`src/rtl/rrts_pkg.sv`:
```
// Shared types and constants for the round-robin task scheduler.
// Depends on nothing; every other file of the block uses it.
`default_nettype none

package rrts_pkg;

  // Fixed field widths of the words on the channels.
  localparam int ID_W   = 8;
  localparam int ACT_W  = 2;
  localparam int DROP_W = 5;

  // Action codes carried in the input word.
  typedef enum logic [ACT_W-1:0] {
    ACT_CREATE = 2'd0,
    ACT_SWITCH = 2'd1,
    ACT_FINISH = 2'd2
  } action_t;

  typedef enum logic [2:0] {
    ST_IDLE,
    ST_DECODE,
    ST_SW_POP,
    ST_SW_DATA,
    ST_SCAN,
    ST_DONE
  } state_t;

  // Commands from the controller to the datapath.
  typedef struct packed {
    logic ld_item;      // latch the accepted word, clear the working result
    logic create;       // hand out an identifier and queue it
    logic drop;         // discard the finished entry at the head
    logic pop_rd;       // read the live entry at the head and advance
    logic commit_ring;  // run the popped entry, re-queue the old task
    logic commit_idle;  // run the idle task, re-queue the old task
    logic fin_start;    // mark the running task and start the ring scan
    logic scan_en;      // advance the ring scan by one slot
    logic load_res;     // move the working result into the output register
  } ctl_t;

  // Status from the datapath to the controller.
  typedef struct packed {
    logic [ACT_W-1:0] act;
    logic             fid_zero;
    logic             empty;
    logic             head_fin;
    logic             scan_done;
  } status_t;

endpackage

`default_nettype wire

```
`src/rtl/rrts_if.sv`:
```
// Valid/ready channel interfaces for the scheduler's input and result words.
// Depends on rrts_pkg for the field widths.
`default_nettype none

interface rrts_in_if;
  logic                        valid;
  logic                        ready;
  logic [rrts_pkg::ACT_W-1:0]  action;
  logic [rrts_pkg::ID_W-1:0]   finish_id;

  modport source (output valid, output action, output finish_id, input ready);
  modport sink   (input valid, input action, input finish_id, output ready);
endinterface

interface rrts_out_if;
  logic                        valid;
  logic                        ready;
  logic [rrts_pkg::ID_W-1:0]   running_id;
  logic [rrts_pkg::ID_W-1:0]   new_id;
  logic                        accepted;
  logic [rrts_pkg::DROP_W-1:0] dropped_count;

  modport source (output valid, output running_id, output new_id, output accepted,
                  output dropped_count, input ready);
  modport sink   (input valid, input running_id, input new_id, input accepted,
                  input dropped_count, output ready);
endinterface

`default_nettype wire

```
`src/rtl/rrts_dp.sv`:
```
// Datapath of the scheduler: ring memory, finished marks, pointers, task state
// and the output register. Depends on rrts_pkg; driven by rrts_ctrl commands.
`default_nettype none

module rrts_dp #(
  parameter int QUEUE_DEPTH = 16
) (
  input  wire logic                        clk,
  input  wire logic                        rst_n,
  input  wire rrts_pkg::ctl_t              ctl,
  output rrts_pkg::status_t                status,
  input  wire logic [rrts_pkg::ACT_W-1:0]  in_action,
  input  wire logic [rrts_pkg::ID_W-1:0]   in_finish_id,
  output logic [rrts_pkg::ID_W-1:0]        out_running_id,
  output logic [rrts_pkg::ID_W-1:0]        out_new_id,
  output logic                             out_accepted,
  output logic [rrts_pkg::DROP_W-1:0]      out_dropped_count
);

  localparam int PW = (QUEUE_DEPTH > 1) ? $clog2(QUEUE_DEPTH) : 1;
  localparam int IW = rrts_pkg::ID_W;
  localparam int DW = rrts_pkg::DROP_W;

  function automatic logic [PW-1:0] ptr_inc(input logic [PW-1:0] p);
    if (p == PW'(QUEUE_DEPTH - 1)) begin
      return '0;
    end
    return p + PW'(1);
  endfunction

  // Ring storage; entries are read only while occupied, so no reset.
  logic [IW-1:0] ring_mem [QUEUE_DEPTH];
  logic [IW-1:0] rd_data_r;
  logic          rd_en;
  logic [PW-1:0] rd_addr;
  logic          wr_en;
  logic [IW-1:0] wr_data;

  logic [QUEUE_DEPTH-1:0] fin_r, fin_nxt;
  logic [PW-1:0] head_r, head_nxt, tail_r, tail_nxt;
  logic [IW-1:0] cur_r, cur_nxt;
  logic          cur_fin_r, cur_fin_nxt;
  logic [IW-1:0] next_id_r, next_id_nxt;
  logic [PW-1:0] scan_p_r, scan_p_nxt, pend_addr_r, pend_addr_nxt;
  logic          pend_r, pend_nxt;

  // Working copy of the current word and its result.
  logic [rrts_pkg::ACT_W-1:0] act_r, act_nxt;
  logic [IW-1:0] fid_r, fid_nxt;
  logic [IW-1:0] new_r, new_nxt;
  logic          acc_r, acc_nxt;
  logic [PW-1:0] drop_r, drop_nxt;
  logic [PW+DW-1:0] drop_ext;

  logic full;

  assign full     = (ptr_inc(tail_r) == head_r);
  assign drop_ext = {{DW{1'b0}}, drop_r};

  assign status.act       = act_r;
  assign status.fid_zero  = (fid_r == '0);
  assign status.empty     = (head_r == tail_r);
  assign status.head_fin  = fin_r[head_r];
  assign status.scan_done = (scan_p_r == tail_r) && !pend_r;

  always_comb begin
    fin_nxt       = fin_r;
    head_nxt      = head_r;
    tail_nxt      = tail_r;
    cur_nxt       = cur_r;
    cur_fin_nxt   = cur_fin_r;
    next_id_nxt   = next_id_r;
    scan_p_nxt    = scan_p_r;
    pend_addr_nxt = pend_addr_r;
    pend_nxt      = pend_r;
    act_nxt       = act_r;
    fid_nxt       = fid_r;
    new_nxt       = new_r;
    acc_nxt       = acc_r;
    drop_nxt      = drop_r;
    rd_en         = 1'b0;
    rd_addr       = head_r;
    wr_en         = 1'b0;
    wr_data       = cur_r;

    if (ctl.ld_item) begin
      act_nxt  = in_action;
      fid_nxt  = in_finish_id;
      new_nxt  = '0;
      acc_nxt  = 1'b0;
      drop_nxt = '0;
    end

    if (ctl.create) begin
      new_nxt     = next_id_r;
      next_id_nxt = (next_id_r == '1) ? IW'(1) : next_id_r + IW'(1);
      if (!full) begin
        wr_en          = 1'b1;
        wr_data        = next_id_r;
        fin_nxt[tail_r] = 1'b0;
        tail_nxt       = ptr_inc(tail_r);
        acc_nxt        = 1'b1;
      end
    end

    if (ctl.drop) begin
      head_nxt = ptr_inc(head_r);
      drop_nxt = drop_r + PW'(1);
    end

    if (ctl.pop_rd) begin
      rd_en    = 1'b1;
      rd_addr  = head_r;
      head_nxt = ptr_inc(head_r);
    end

    // The old task goes back on the ring unless it was marked finished.
    if (ctl.commit_ring || ctl.commit_idle) begin
      cur_nxt     = ctl.commit_ring ? rd_data_r : '0;
      cur_fin_nxt = 1'b0;
      if (!cur_fin_r && !full) begin
        wr_en           = 1'b1;
        wr_data         = cur_r;
        fin_nxt[tail_r] = 1'b0;
        tail_nxt        = ptr_inc(tail_r);
      end
    end

    if (ctl.fin_start) begin
      scan_p_nxt = head_r;
      pend_nxt   = 1'b0;
      if (fid_r != '0 && cur_r == fid_r) begin
        cur_fin_nxt = 1'b1;
        acc_nxt     = 1'b1;
      end
    end

    // One slot read per cycle; each slot is compared in the cycle after its read.
    if (ctl.scan_en) begin
      if (pend_r && rd_data_r == fid_r) begin
        fin_nxt[pend_addr_r] = 1'b1;
        acc_nxt              = 1'b1;
      end
      if (scan_p_r != tail_r) begin
        rd_en         = 1'b1;
        rd_addr       = scan_p_r;
        pend_addr_nxt = scan_p_r;
        scan_p_nxt    = ptr_inc(scan_p_r);
        pend_nxt      = 1'b1;
      end else begin
        pend_nxt = 1'b0;
      end
    end
  end

  always_ff @(posedge clk) begin
    if (wr_en) begin
      ring_mem[tail_r] <= wr_data;
    end
    if (rd_en) begin
      rd_data_r <= ring_mem[rd_addr];
    end
  end

  always_ff @(posedge clk) begin
    if (!rst_n) begin
      fin_r     <= '0;
      head_r    <= '0;
      tail_r    <= '0;
      cur_r     <= '0;
      cur_fin_r <= 1'b0;
      next_id_r <= IW'(1);
      pend_r    <= 1'b0;
    end else begin
      fin_r     <= fin_nxt;
      head_r    <= head_nxt;
      tail_r    <= tail_nxt;
      cur_r     <= cur_nxt;
      cur_fin_r <= cur_fin_nxt;
      next_id_r <= next_id_nxt;
      pend_r    <= pend_nxt;
    end
  end

  always_ff @(posedge clk) begin
    scan_p_r    <= scan_p_nxt;
    pend_addr_r <= pend_addr_nxt;
    act_r       <= act_nxt;
    fid_r       <= fid_nxt;
    new_r       <= new_nxt;
    acc_r       <= acc_nxt;
    drop_r      <= drop_nxt;
    if (ctl.load_res) begin
      out_running_id    <= cur_r;
      out_new_id        <= new_r;
      out_accepted      <= acc_r;
      out_dropped_count <= drop_ext[DW-1:0];
    end
  end

endmodule

`default_nettype wire

```
`src/rtl/rrts_ctrl.sv`:
```
// Controller of the scheduler: sequences one word at a time through the
// datapath and owns both handshakes. Depends on rrts_pkg.
`default_nettype none

module rrts_ctrl (
  input  wire logic              clk,
  input  wire logic              rst_n,
  input  wire logic              in_valid,
  output logic                   in_ready,
  output logic                   out_valid,
  input  wire logic              out_ready,
  input  wire rrts_pkg::status_t status,
  output rrts_pkg::ctl_t         ctl
);

  rrts_pkg::state_t state_r, state_nxt;
  logic out_valid_r, out_valid_nxt;

  assign out_valid = out_valid_r;

  always_ff @(posedge clk) begin
    if (!rst_n) begin
      state_r     <= rrts_pkg::ST_IDLE;
      out_valid_r <= 1'b0;
    end else begin
      state_r     <= state_nxt;
      out_valid_r <= out_valid_nxt;
    end
  end

  always_comb begin
    state_nxt = state_r;
    ctl       = '0;
    in_ready  = 1'b0;

    unique case (state_r)
      rrts_pkg::ST_IDLE: begin
        in_ready = 1'b1;
        if (in_valid) begin
          ctl.ld_item = 1'b1;
          state_nxt   = rrts_pkg::ST_DECODE;
        end
      end
      rrts_pkg::ST_DECODE: begin
        unique case (status.act)
          rrts_pkg::ACT_CREATE: begin
            ctl.create = 1'b1;
            state_nxt  = rrts_pkg::ST_DONE;
          end
          rrts_pkg::ACT_SWITCH: begin
            state_nxt = rrts_pkg::ST_SW_POP;
          end
          rrts_pkg::ACT_FINISH: begin
            ctl.fin_start = 1'b1;
            state_nxt     = status.fid_zero ? rrts_pkg::ST_DONE : rrts_pkg::ST_SCAN;
          end
          default: begin
            state_nxt = rrts_pkg::ST_DONE;
          end
        endcase
      end
      rrts_pkg::ST_SW_POP: begin
        if (status.empty) begin
          ctl.commit_idle = 1'b1;
          state_nxt       = rrts_pkg::ST_DONE;
        end else if (status.head_fin) begin
          ctl.drop = 1'b1;
        end else begin
          ctl.pop_rd = 1'b1;
          state_nxt  = rrts_pkg::ST_SW_DATA;
        end
      end
      rrts_pkg::ST_SW_DATA: begin
        ctl.commit_ring = 1'b1;
        state_nxt       = rrts_pkg::ST_DONE;
      end
      rrts_pkg::ST_SCAN: begin
        if (status.scan_done) begin
          state_nxt = rrts_pkg::ST_DONE;
        end else begin
          ctl.scan_en = 1'b1;
        end
      end
      rrts_pkg::ST_DONE: begin
        // Wait until the output register is free or being emptied.
        if (!out_valid_r || out_ready) begin
          ctl.load_res = 1'b1;
          state_nxt    = rrts_pkg::ST_IDLE;
        end
      end
      default: begin
        state_nxt = rrts_pkg::ST_IDLE;
      end
    endcase
  end

  always_comb begin
    if (ctl.load_res) begin
      out_valid_nxt = 1'b1;
    end else if (out_ready) begin
      out_valid_nxt = 1'b0;
    end else begin
      out_valid_nxt = out_valid_r;
    end
  end

endmodule

`default_nettype wire

```
`src/rtl/round_robin_task_scheduler.sv`:
```
// Top level of the round-robin task scheduler: controller plus datapath.
// Depends on rrts_pkg, rrts_if.sv, rrts_ctrl and rrts_dp.
`default_nettype none

// Round-robin scheduler for task identifiers. After reset the idle task 0
// runs and the ring of waiting tasks is empty. Each input word carries an
// action: create hands out the next identifier (1 up to 255, then back to 1)
// and appends it to the ring; switch pops ring entries, discards those marked
// finished, runs the first live one (or the idle task when the ring runs dry)
// and puts the old task back on the ring unless it was finished; finish marks
// every queued entry and the running task with the given identifier, and
// identifier 0 is never marked. The ring holds QUEUE_DEPTH-1 entries. Exactly
// one result word follows each input word, with the running task, the
// created identifier, an accepted flag and the number of entries discarded.
// Words are handled one at a time by a small sequencer: create and unused
// codes pass through the decode and done states; a switch adds the pop state,
// visited again for each discarded entry, and the data state when it finds a
// live entry; a finish of identifier 0 goes straight to done, otherwise the
// scan state reads the ring, which has a single read port and is scanned one
// slot per cycle. A new input word is taken while the previous result
// still waits in the output register; it only stalls at its end until
// that register is free.

module round_robin_task_scheduler #(
  parameter int QUEUE_DEPTH = 16
) (
  input  wire logic   clk,
  input  wire logic   rst_n,
  rrts_in_if.sink     in_word,
  rrts_out_if.source  out_word
);

  rrts_pkg::ctl_t    ctl;
  rrts_pkg::status_t status;

  rrts_ctrl u_ctrl (
    .clk       (clk),
    .rst_n     (rst_n),
    .in_valid  (in_word.valid),
    .in_ready  (in_word.ready),
    .out_valid (out_word.valid),
    .out_ready (out_word.ready),
    .status    (status),
    .ctl       (ctl)
  );

  rrts_dp #(
    .QUEUE_DEPTH (QUEUE_DEPTH)
  ) u_dp (
    .clk               (clk),
    .rst_n             (rst_n),
    .ctl               (ctl),
    .status            (status),
    .in_action         (in_word.action),
    .in_finish_id      (in_word.finish_id),
    .out_running_id    (out_word.running_id),
    .out_new_id        (out_word.new_id),
    .out_accepted      (out_word.accepted),
    .out_dropped_count (out_word.dropped_count)
  );

endmodule

`default_nettype wire
```
`src/flat_wrapper.sv`:
```
// flat-port wrapper written by rule: the top's interface ports become plain ports
module round_robin_task_scheduler_flat 
#(
  parameter int QUEUE_DEPTH = 16
)
  (clk, rst_n, in_word_valid, in_word_action, in_word_finish_id, in_word_ready, out_word_valid, out_word_running_id, out_word_new_id, out_word_accepted, out_word_dropped_count, out_word_ready);
  rrts_in_if in_word_i ();
  rrts_out_if out_word_i ();
  input  wire logic clk;
  input  wire logic rst_n;
  input wire logic [$bits(in_word_i.valid)-1:0] in_word_valid;
  input wire logic [$bits(in_word_i.action)-1:0] in_word_action;
  input wire logic [$bits(in_word_i.finish_id)-1:0] in_word_finish_id;
  output wire logic [$bits(in_word_i.ready)-1:0] in_word_ready;
  output wire logic [$bits(out_word_i.valid)-1:0] out_word_valid;
  output wire logic [$bits(out_word_i.running_id)-1:0] out_word_running_id;
  output wire logic [$bits(out_word_i.new_id)-1:0] out_word_new_id;
  output wire logic [$bits(out_word_i.accepted)-1:0] out_word_accepted;
  output wire logic [$bits(out_word_i.dropped_count)-1:0] out_word_dropped_count;
  input wire logic [$bits(out_word_i.ready)-1:0] out_word_ready;
  assign in_word_i.valid = in_word_valid;
  assign in_word_i.action = in_word_action;
  assign in_word_i.finish_id = in_word_finish_id;
  assign in_word_ready = in_word_i.ready;
  assign out_word_valid = out_word_i.valid;
  assign out_word_running_id = out_word_i.running_id;
  assign out_word_new_id = out_word_i.new_id;
  assign out_word_accepted = out_word_i.accepted;
  assign out_word_dropped_count = out_word_i.dropped_count;
  assign out_word_i.ready = out_word_ready;
  round_robin_task_scheduler #(.QUEUE_DEPTH(QUEUE_DEPTH)) u_core (.clk(clk), .rst_n(rst_n), .in_word(in_word_i), .out_word(out_word_i));
endmodule
```
`config.mk`:
```
export PLATFORM = sky130hd
export DESIGN_NAME = round_robin_task_scheduler_flat
export DESIGN_NICKNAME = d
export VERILOG_FILES = /design/src/rtl/rrts_pkg.sv /design/src/rtl/rrts_if.sv /design/src/rtl/rrts_dp.sv /design/src/rtl/rrts_ctrl.sv /design/src/rtl/round_robin_task_scheduler.sv /design/src/flat_wrapper.sv
export SDC_FILE = /design/constraint.sdc
export NUM_CORES = 1
export LEC_CHECK = 0
export ABC_CLOCK_PERIOD_IN_PS = 2600
export BUFFER_PORTS_ARGS = -buffer_cell sky130_fd_sc_hd__clkbuf_2
export CAP_MARGIN = 20
export CORE_MARGIN = 2
export CORE_UTILIZATION = 45
export DETAILED_ROUTE_END_ITERATION = 12
export GPL_ROUTABILITY_DRIVEN = 0
export SETUP_SLACK_MARGIN = 0.05
export SYNTH_ARGS = -nofsm -noshare
export SYNTH_HDL_FRONTEND = slang
export SYNTH_SLANG_ARGS = --single-unit
```
`constraint.sdc`:
```
create_clock -name clk -period 2.6 [get_ports clk]
set_clock_uncertainty 0.1 [all_clocks]
set_input_delay 0.39 -clock clk [delete_from_list [all_inputs] [get_ports clk]]
set_output_delay 0.39 -clock clk [all_outputs]
set_load 0.01 [all_outputs]
```
* After elaboration in Yosys (flattened, before gate mapping)
Memories as Yosys holds them, arrays and structs flattened. A register that Yosys moved wholly into a read port is not among the register bits.
Index checks and enable logic that the tools add are counted.
** Word-level totals
- Logic and storage cells :: 182
- Bits in read-only memories :: 0
- Memory bits (writable) :: 128
- Flip-flop bits (word level) :: 98
- Output and inout port bits :: 24
- Input bits :: 14
- Latch bits :: 0
- Memories :: 1
** Cells by class
- Equality and inequality tests :: 21
- Divide/modulo/power cells :: 0
- Magnitude comparators :: 5
- Bitwise operators :: 4
- Shifts and indexed selects :: 0
- Add/subtract/negate cells :: 5
- Muxes and demuxes :: 103
- Multiply operators :: 0
- Reduce and logical (&&, ||, !) cells :: 23
** Memories
- u_core.u_dp.ring_mem :: depth 16, width 8, rd ports 1, clocked after memory_dff 1, write ports 1, line rrts_dp.sv:32 : logic [IW-1:0] ring_mem [QUEUE_DEPTH];
** Operators by type and width (number)
- 16-bit two-way mux :: 6
- 4-bit two-way mux :: 22
- 8-bit two-way mux :: 8
- 1-bit two-way mux :: 55
- 16-bit bitwise AND :: 2
- 3-bit case mux with 6 select lines :: 1
- 4-bit by 1-bit adder with 4-bit output, second input constant :: 4
- 8-bit equality test :: 2
- 16-bit inverter :: 1
- 16-bit bitwise OR :: 1
- 4-bit by 5-bit less-than comparator with 1-bit output, second input constant :: 3
- 3-bit two-way mux :: 5
- 4-bit equality test :: 3
- 4-bit equality test, second input constant :: 3
- 2-bit nonzero test :: 5
- 8-bit by 1-bit adder with 8-bit output, second input constant :: 1
- 1-bit demux with 4-bit select :: 2
- 8-bit equality test, second input constant :: 1
- 4-bit by 1-bit >= comparator with 1-bit output, second input constant :: 2
- 8-bit logical NOT :: 1
- 8-bit nonzero test :: 1
- 3-bit by 2-bit equality test with 1-bit output, second input constant :: 2
- 3-bit equality test, second input constant :: 2
- 1-bit logical AND :: 6
- other kinds (16) :: 22

* Depth between registers and ports, before layout
- Depth after elaboration :: 14
- Mapped depth :: 10
- Mapped depth without buffers :: 8

* Hierarchy
Synthesis repeated with hierarchy kept, for this count alone.
** Second synthesis, totals
- Cells, all modules :: 688
- Area total of the unflattened synthesis :: 10859.2 µm²
** By module, submodules not included
- rrts_dp :: area each 10542.6 µm², times used 1, seq. area each 6436.2 µm², cells each 644
- rrts_ctrl :: area each 316.6 µm², times used 1, seq. area each 80.1 µm², cells each 44

* Least setup slack after synthesis
Ideal clock, no wire load.
- Path type :: flip-flop to flip-flop
- From :: register u_core.u_dp.head_r[0]
- To :: register u_core.u_dp.rd_data_r[0], read port of u_core.u_dp.ring_mem (enable)
- Path buffers :: 1
- Library setup time :: 384 ps
- Required time :: 2116 ps
- Clock period less this slack :: 2777 ps
- Path slack :: -177 ps
- Stages on the path, launching flop included :: 5
- Arrival :: 2293 ps
- Cells stage by stage :: dfxtp_1 -> buf_2 -> mux4_2 -> mux4_2 -> o21ai_0
** Between the ends
- Cells in the longest elaborated chain, start to end :: 8
- Elaborated cells between the ends (all ways) :: 11
- Classes of those cells :: 1 x eq/ne; 10 x mux
** Ends and longest elaborated chain
- start: declaration :: line rrts_dp.sv:40 : logic [PW-1:0] head_r, head_nxt, tail_r, tail_nxt;
- start signal: assignment :: line rrts_dp.sv:176 : head_r <= head_nxt;
- 1-bit binary-select mux with 4-bit select :: line rrts_dp.sv:63 : assign status.head_fin = fin_r[head_r];
- 1-bit two-way mux (not written as such) :: line rrts_dp.sv:63
- 1-bit two-way mux :: line rrts_ctrl.sv:66 : end else if (status.head_fin) begin
- 2-bit two-way mux * :: line rrts_ctrl.sv:63 : if (status.empty) begin
- 2-bit two-way mux * :: line rrts_ctrl.sv:36 : unique case (state_r)
- 1-bit two-way mux * :: line rrts_dp.sv:111 : if (ctl.pop_rd) begin
- 1-bit two-way mux :: line rrts_dp.sv:144 : if (scan_p_r != tail_r) begin
- 1-bit two-way mux * :: line rrts_dp.sv:139 : if (ctl.scan_en) begin
- named net u_core.u_dp.rd_en :: line rrts_dp.sv:34 : logic rd_en;
- end: declaration :: line rrts_dp.sv:33 : logic [IW-1:0] rd_data_r;
The timed path passes the listed nets; every way through them passes the cells marked *. The select of a mux whose other input is x is not followed.
A chain may end at the register's enable or synchronous reset.

* Worst setup path in the final report
- From :: register u_core.u_dp.tail_r[1]
- To :: memory u_core.u_dp.ring_mem[1][6] (netlist bit), data pin
** Between the ends
- Cells in the longest elaborated chain, start to end :: 8
- Elaborated cells between the ends (all ways) :: 15
- Classes of those cells :: 1 x add/sub; 3 x eq/ne; 8 x mux; 3 x reduce/logical
** Ends and longest elaborated chain
- start: declaration :: line rrts_dp.sv:40
- start signal: assignment :: line rrts_dp.sv:177 : tail_r <= tail_nxt;
- branches (longest 7 deep; another with 4-bit by 1-bit adder with 4-bit output)
- 8-bit two-way mux * :: line rrts_dp.sv:118 : if (ctl.commit_ring || ctl.commit_idle) begin
- end: declaration :: line rrts_dp.sv:32
Mark *: on every way between the ends.

==> results.cfg <==
[power]
p_sw_mw = 2.61
irDropWorstVdd_uv = 578
power_density_mw_per_mm2 = 775
p_int_mw = 7.14
leakagePower_nw = 4.94
seqPwrFrac_pct = 46.0
pwr-share-clk_pct = 34.1
power.share.combinational_pct = 19.9
swShare_pct = 26.7

[grt]
grt.busiest_layer = met2
antenna_found_initial = 1
use_met3_pct = 4.07
grt_max_degree = 21
grt.met1_usage_pct = 26.4
grt_pass1_wl_um = 36100
track_usage_pct = 21.2
grt_util_met2_pct = 37.2
grt_pass1_vias = 6461
grt.overflow.total = 0

[sta]
slew_violations = 0
whs_ps = 116
fmax_ghz = 0.370
tightest_slew_ps = 585
setup_violations = 112
maxSlewHeadroom_pct = 60.9
layout_setup_ws_ps = -100
final_hold_viol_count = 0
min_period_over_period_pct = 104
fin_crit_ps = 2700
grt_setup_unrepaired = yes

[layout]
drive_gt1_share_pct = 29.7
areaGrowthSynthToFinish_pct = 29.3
fin_cells = 1149
filler_cell_count = 1602
nets = 876

[logic_synthesis]
ys_ff_latch = 234
seq_area_frac_synth_pct = 66.9
ys_types = 53
synth_edf_count = 183
synthCells = 695
yosys.area.top_type = edfxtp_1
syn_area_per_cell_sq_um = 14.0
synth_ff_type = edfxtp_1
yosysMostFrequentCell = edfxtp_1
syn_area_sq_mm = 0.00973
yosys_warnings = 0
ys_top_cells_by_area = edfxtp_1 56%, dfxtp_1 10%, mux2i_1 6.9%
synth_common_cells = 183 x edfxtp_1, 67 x mux2i_1, 51 x dfxtp_1
yosysTopAreaCellShare_pct = 56.5
syn-num-nets = 717
postSynth.asyncResetShare_pct = 0

[worst_hold_path]
holdPathStages = 3
worstHoldPathType = input port to flop

[floorplanning]
core_area_sq_mm = 0.0212
die_y_um = 151
boundaryPins = 38
die_w_um = 151
row_count = 53
initial_utilization_pct = 46.0
die-area_sq_mm = 0.0228

[clocking]
cts_buffers = 25
path_clk_slew_ps = 60
h-tree-depth = 1
root_buffer = clkbuf_16
tritoncts = built
cts.path.max_buffers = 3
cts.sinks = 234
insertion_delay_ps = 530

[placed_design]
port_buffers = 36
dp_hpwl_um = 15200
dp.cells = 1056

[worst_setup_path]
end_kind = flop
r2r.worst_path.cells = 9
start_kind = flop
critPathMostFrequentCell = buf_4
crit_path_max_fanout = 8
slowest_stage = or3_4
crit_cells = 9
required_ps = 2770
crit_chain = ha_2, a21oi_1, o21a_1, or3_4, a2111oi_4, buf_4, nor2_4, buf_4, mux2_4
arrival_ps = 2870
max_stage_delay_ps = 380
path_class = flop to flop
path_buf_inv = 2
cpLargestDelayFamily = compound AO/OA/AOI/OAI gates

[drt]
num_vias = 6511
drt-initial-drc-count = 559
firstDrtPassIters = 7
viasPerCell = 5.67
wl_per_cell_um = 21.4
drc = 0
wirelength_um = 24600
drtAntennaViolNets = 0

[flow_run]
drv_cap = 0

[outcome]
violations = negative setup slack
status = complete, but fails checks
final cells by class:
class | count | area (sq um) | area share (%)
timing repair buffer | 162 | 1570 | 12.5
clock inverter | 13 | 101 | 0.805
sequential | 234 | 6520 | 51.8
multi-input combinational | 404 | 3240 | 25.8
inverter | 27 | 131 | 1.04
antenna | 1 | 2.50 | 0.0199
tap | 275 | 344 | 2.73
clock buffer | 33 | 666 | 5.29
layout by cell type, fill, tap and decap left out, types with 22 or more instances in the layout:
cell type,synthesis,routed
nand2_1,30,30
buf_4,7,80
buf_12,0,22
mux2i_1,67,63
clkbuf_2,0,36
o22ai_1,34,29
clkbuf_16,0,26
dfxtp_1,51,47
nor2_1,37,34
edfxtp_1,183,183
through the flow:
stage	setup TNS [ps]	instance area, sq um	util, %	setup slack, ps	power (mW)
2_1_floorplan	0	9760	-	59.0	5.52
3_3_place_gp	-5060	10900	51.7	-72.9	6.08
3_5_place_dp	-21370	10900	51.7	-124	6.12
4_1_cts	-1630	12400	58.4	-87.7	9.69
5_1_grt	-16390	12600	59.5	-163	10.1
6_report	-5290	12600	59.5	-100	9.75
metal layers:
metal | wire length (um) | part of all wire [%] | vias up
li1 | - | - | 2991
met1 | 9980 | 41 | 3197
met2 | 12200 | 50 | 270
met3 | 1860 | 7.5 | 53
met4 | 569 | 2.3 | 0
met5 | 0 | 0 | -
repair_timing:
action | 4_1_cts | 5_1_grt
pin swaps | 16 | 21
buffers inserted | 20 | 3
hold buffers | 10 | 0
gates resized for setup | 42 | 32
gates cloned | 6 | 8
endpoints found under the setup margin | 268 | 279
hold endpoints to repair | 10 | 0
worst paths after layout:
check,start,endpoint,slack (ps)
setup / recovery,u_core.u_dp.tail_r[1],u_core.u_dp.ring_mem[1][6],-100
hold / removal,out_word_ready,u_core.u_ctrl.out_valid,120
setup reg to reg,u_core.u_dp.tail_r[1],u_core.u_dp.ring_mem[1][6],-100
hold reg to reg,u_core.u_dp.new_r[0],u_core.u_dp.out_new_id[0],320
flip-flops by register name, indices dropped and copies added (netlist names), 2 cells and up:
register	cells
u_core.u_dp.rd_data_r	8
u_core.u_dp.head_r	4
u_core.u_dp.drop_r	4
u_core.u_dp.out_dropped_count	4
u_core.u_dp.act_r	2
u_core.u_dp.fin_r	16
u_core.u_dp.out_running_id	8
u_core.u_ctrl.state_r	3
u_core.u_dp.tail_r	4
u_core.u_dp.new_r	8
u_core.u_dp.pend_addr_r	4
u_core.u_dp.next_id_r	8
u_core.u_dp.fid_r	8
u_core.u_dp.cur_r	8
u_core.u_dp.out_new_id	8
u_core.u_dp.ring_mem	128
u_core.u_dp.scan_p_r	4
power by group through the flow:
stage | clock, mW | sequential [mW] | combinational, mW
global route | 3.53 | 4.51 | 2.07
CTS | 3.38 | 4.48 | 1.83
detailed placement | 0 | 4.55 | 1.57
global placement | 0 | 4.55 | 1.53
floorplan | 0 | 4.51 | 1.01
finish | 3.33 | 4.49 | 1.94
worst min-delay path: stages:
cell and delay (ps):
clkbuf_2 70, nand2b_1 150, a21oi_1 80
kinds of logic after synthesis:
| kind of cell | after synthesis | share of synthesized area (%) |
|---|---|---|
| compound gates | 108 | 7.98 |
| xor+xnor | 36 | 3.39 |
| fa+ha+maj | 8 | 1.03 |
| buf+inv | 64 | 3.02 |
| flops | 234 | 66.9 |
| mux | 80 | 8.97 |
| other cells | 1 | 0.0385 |
| simple gates | 164 | 8.62 |
(Power assumes the default switching activity.)
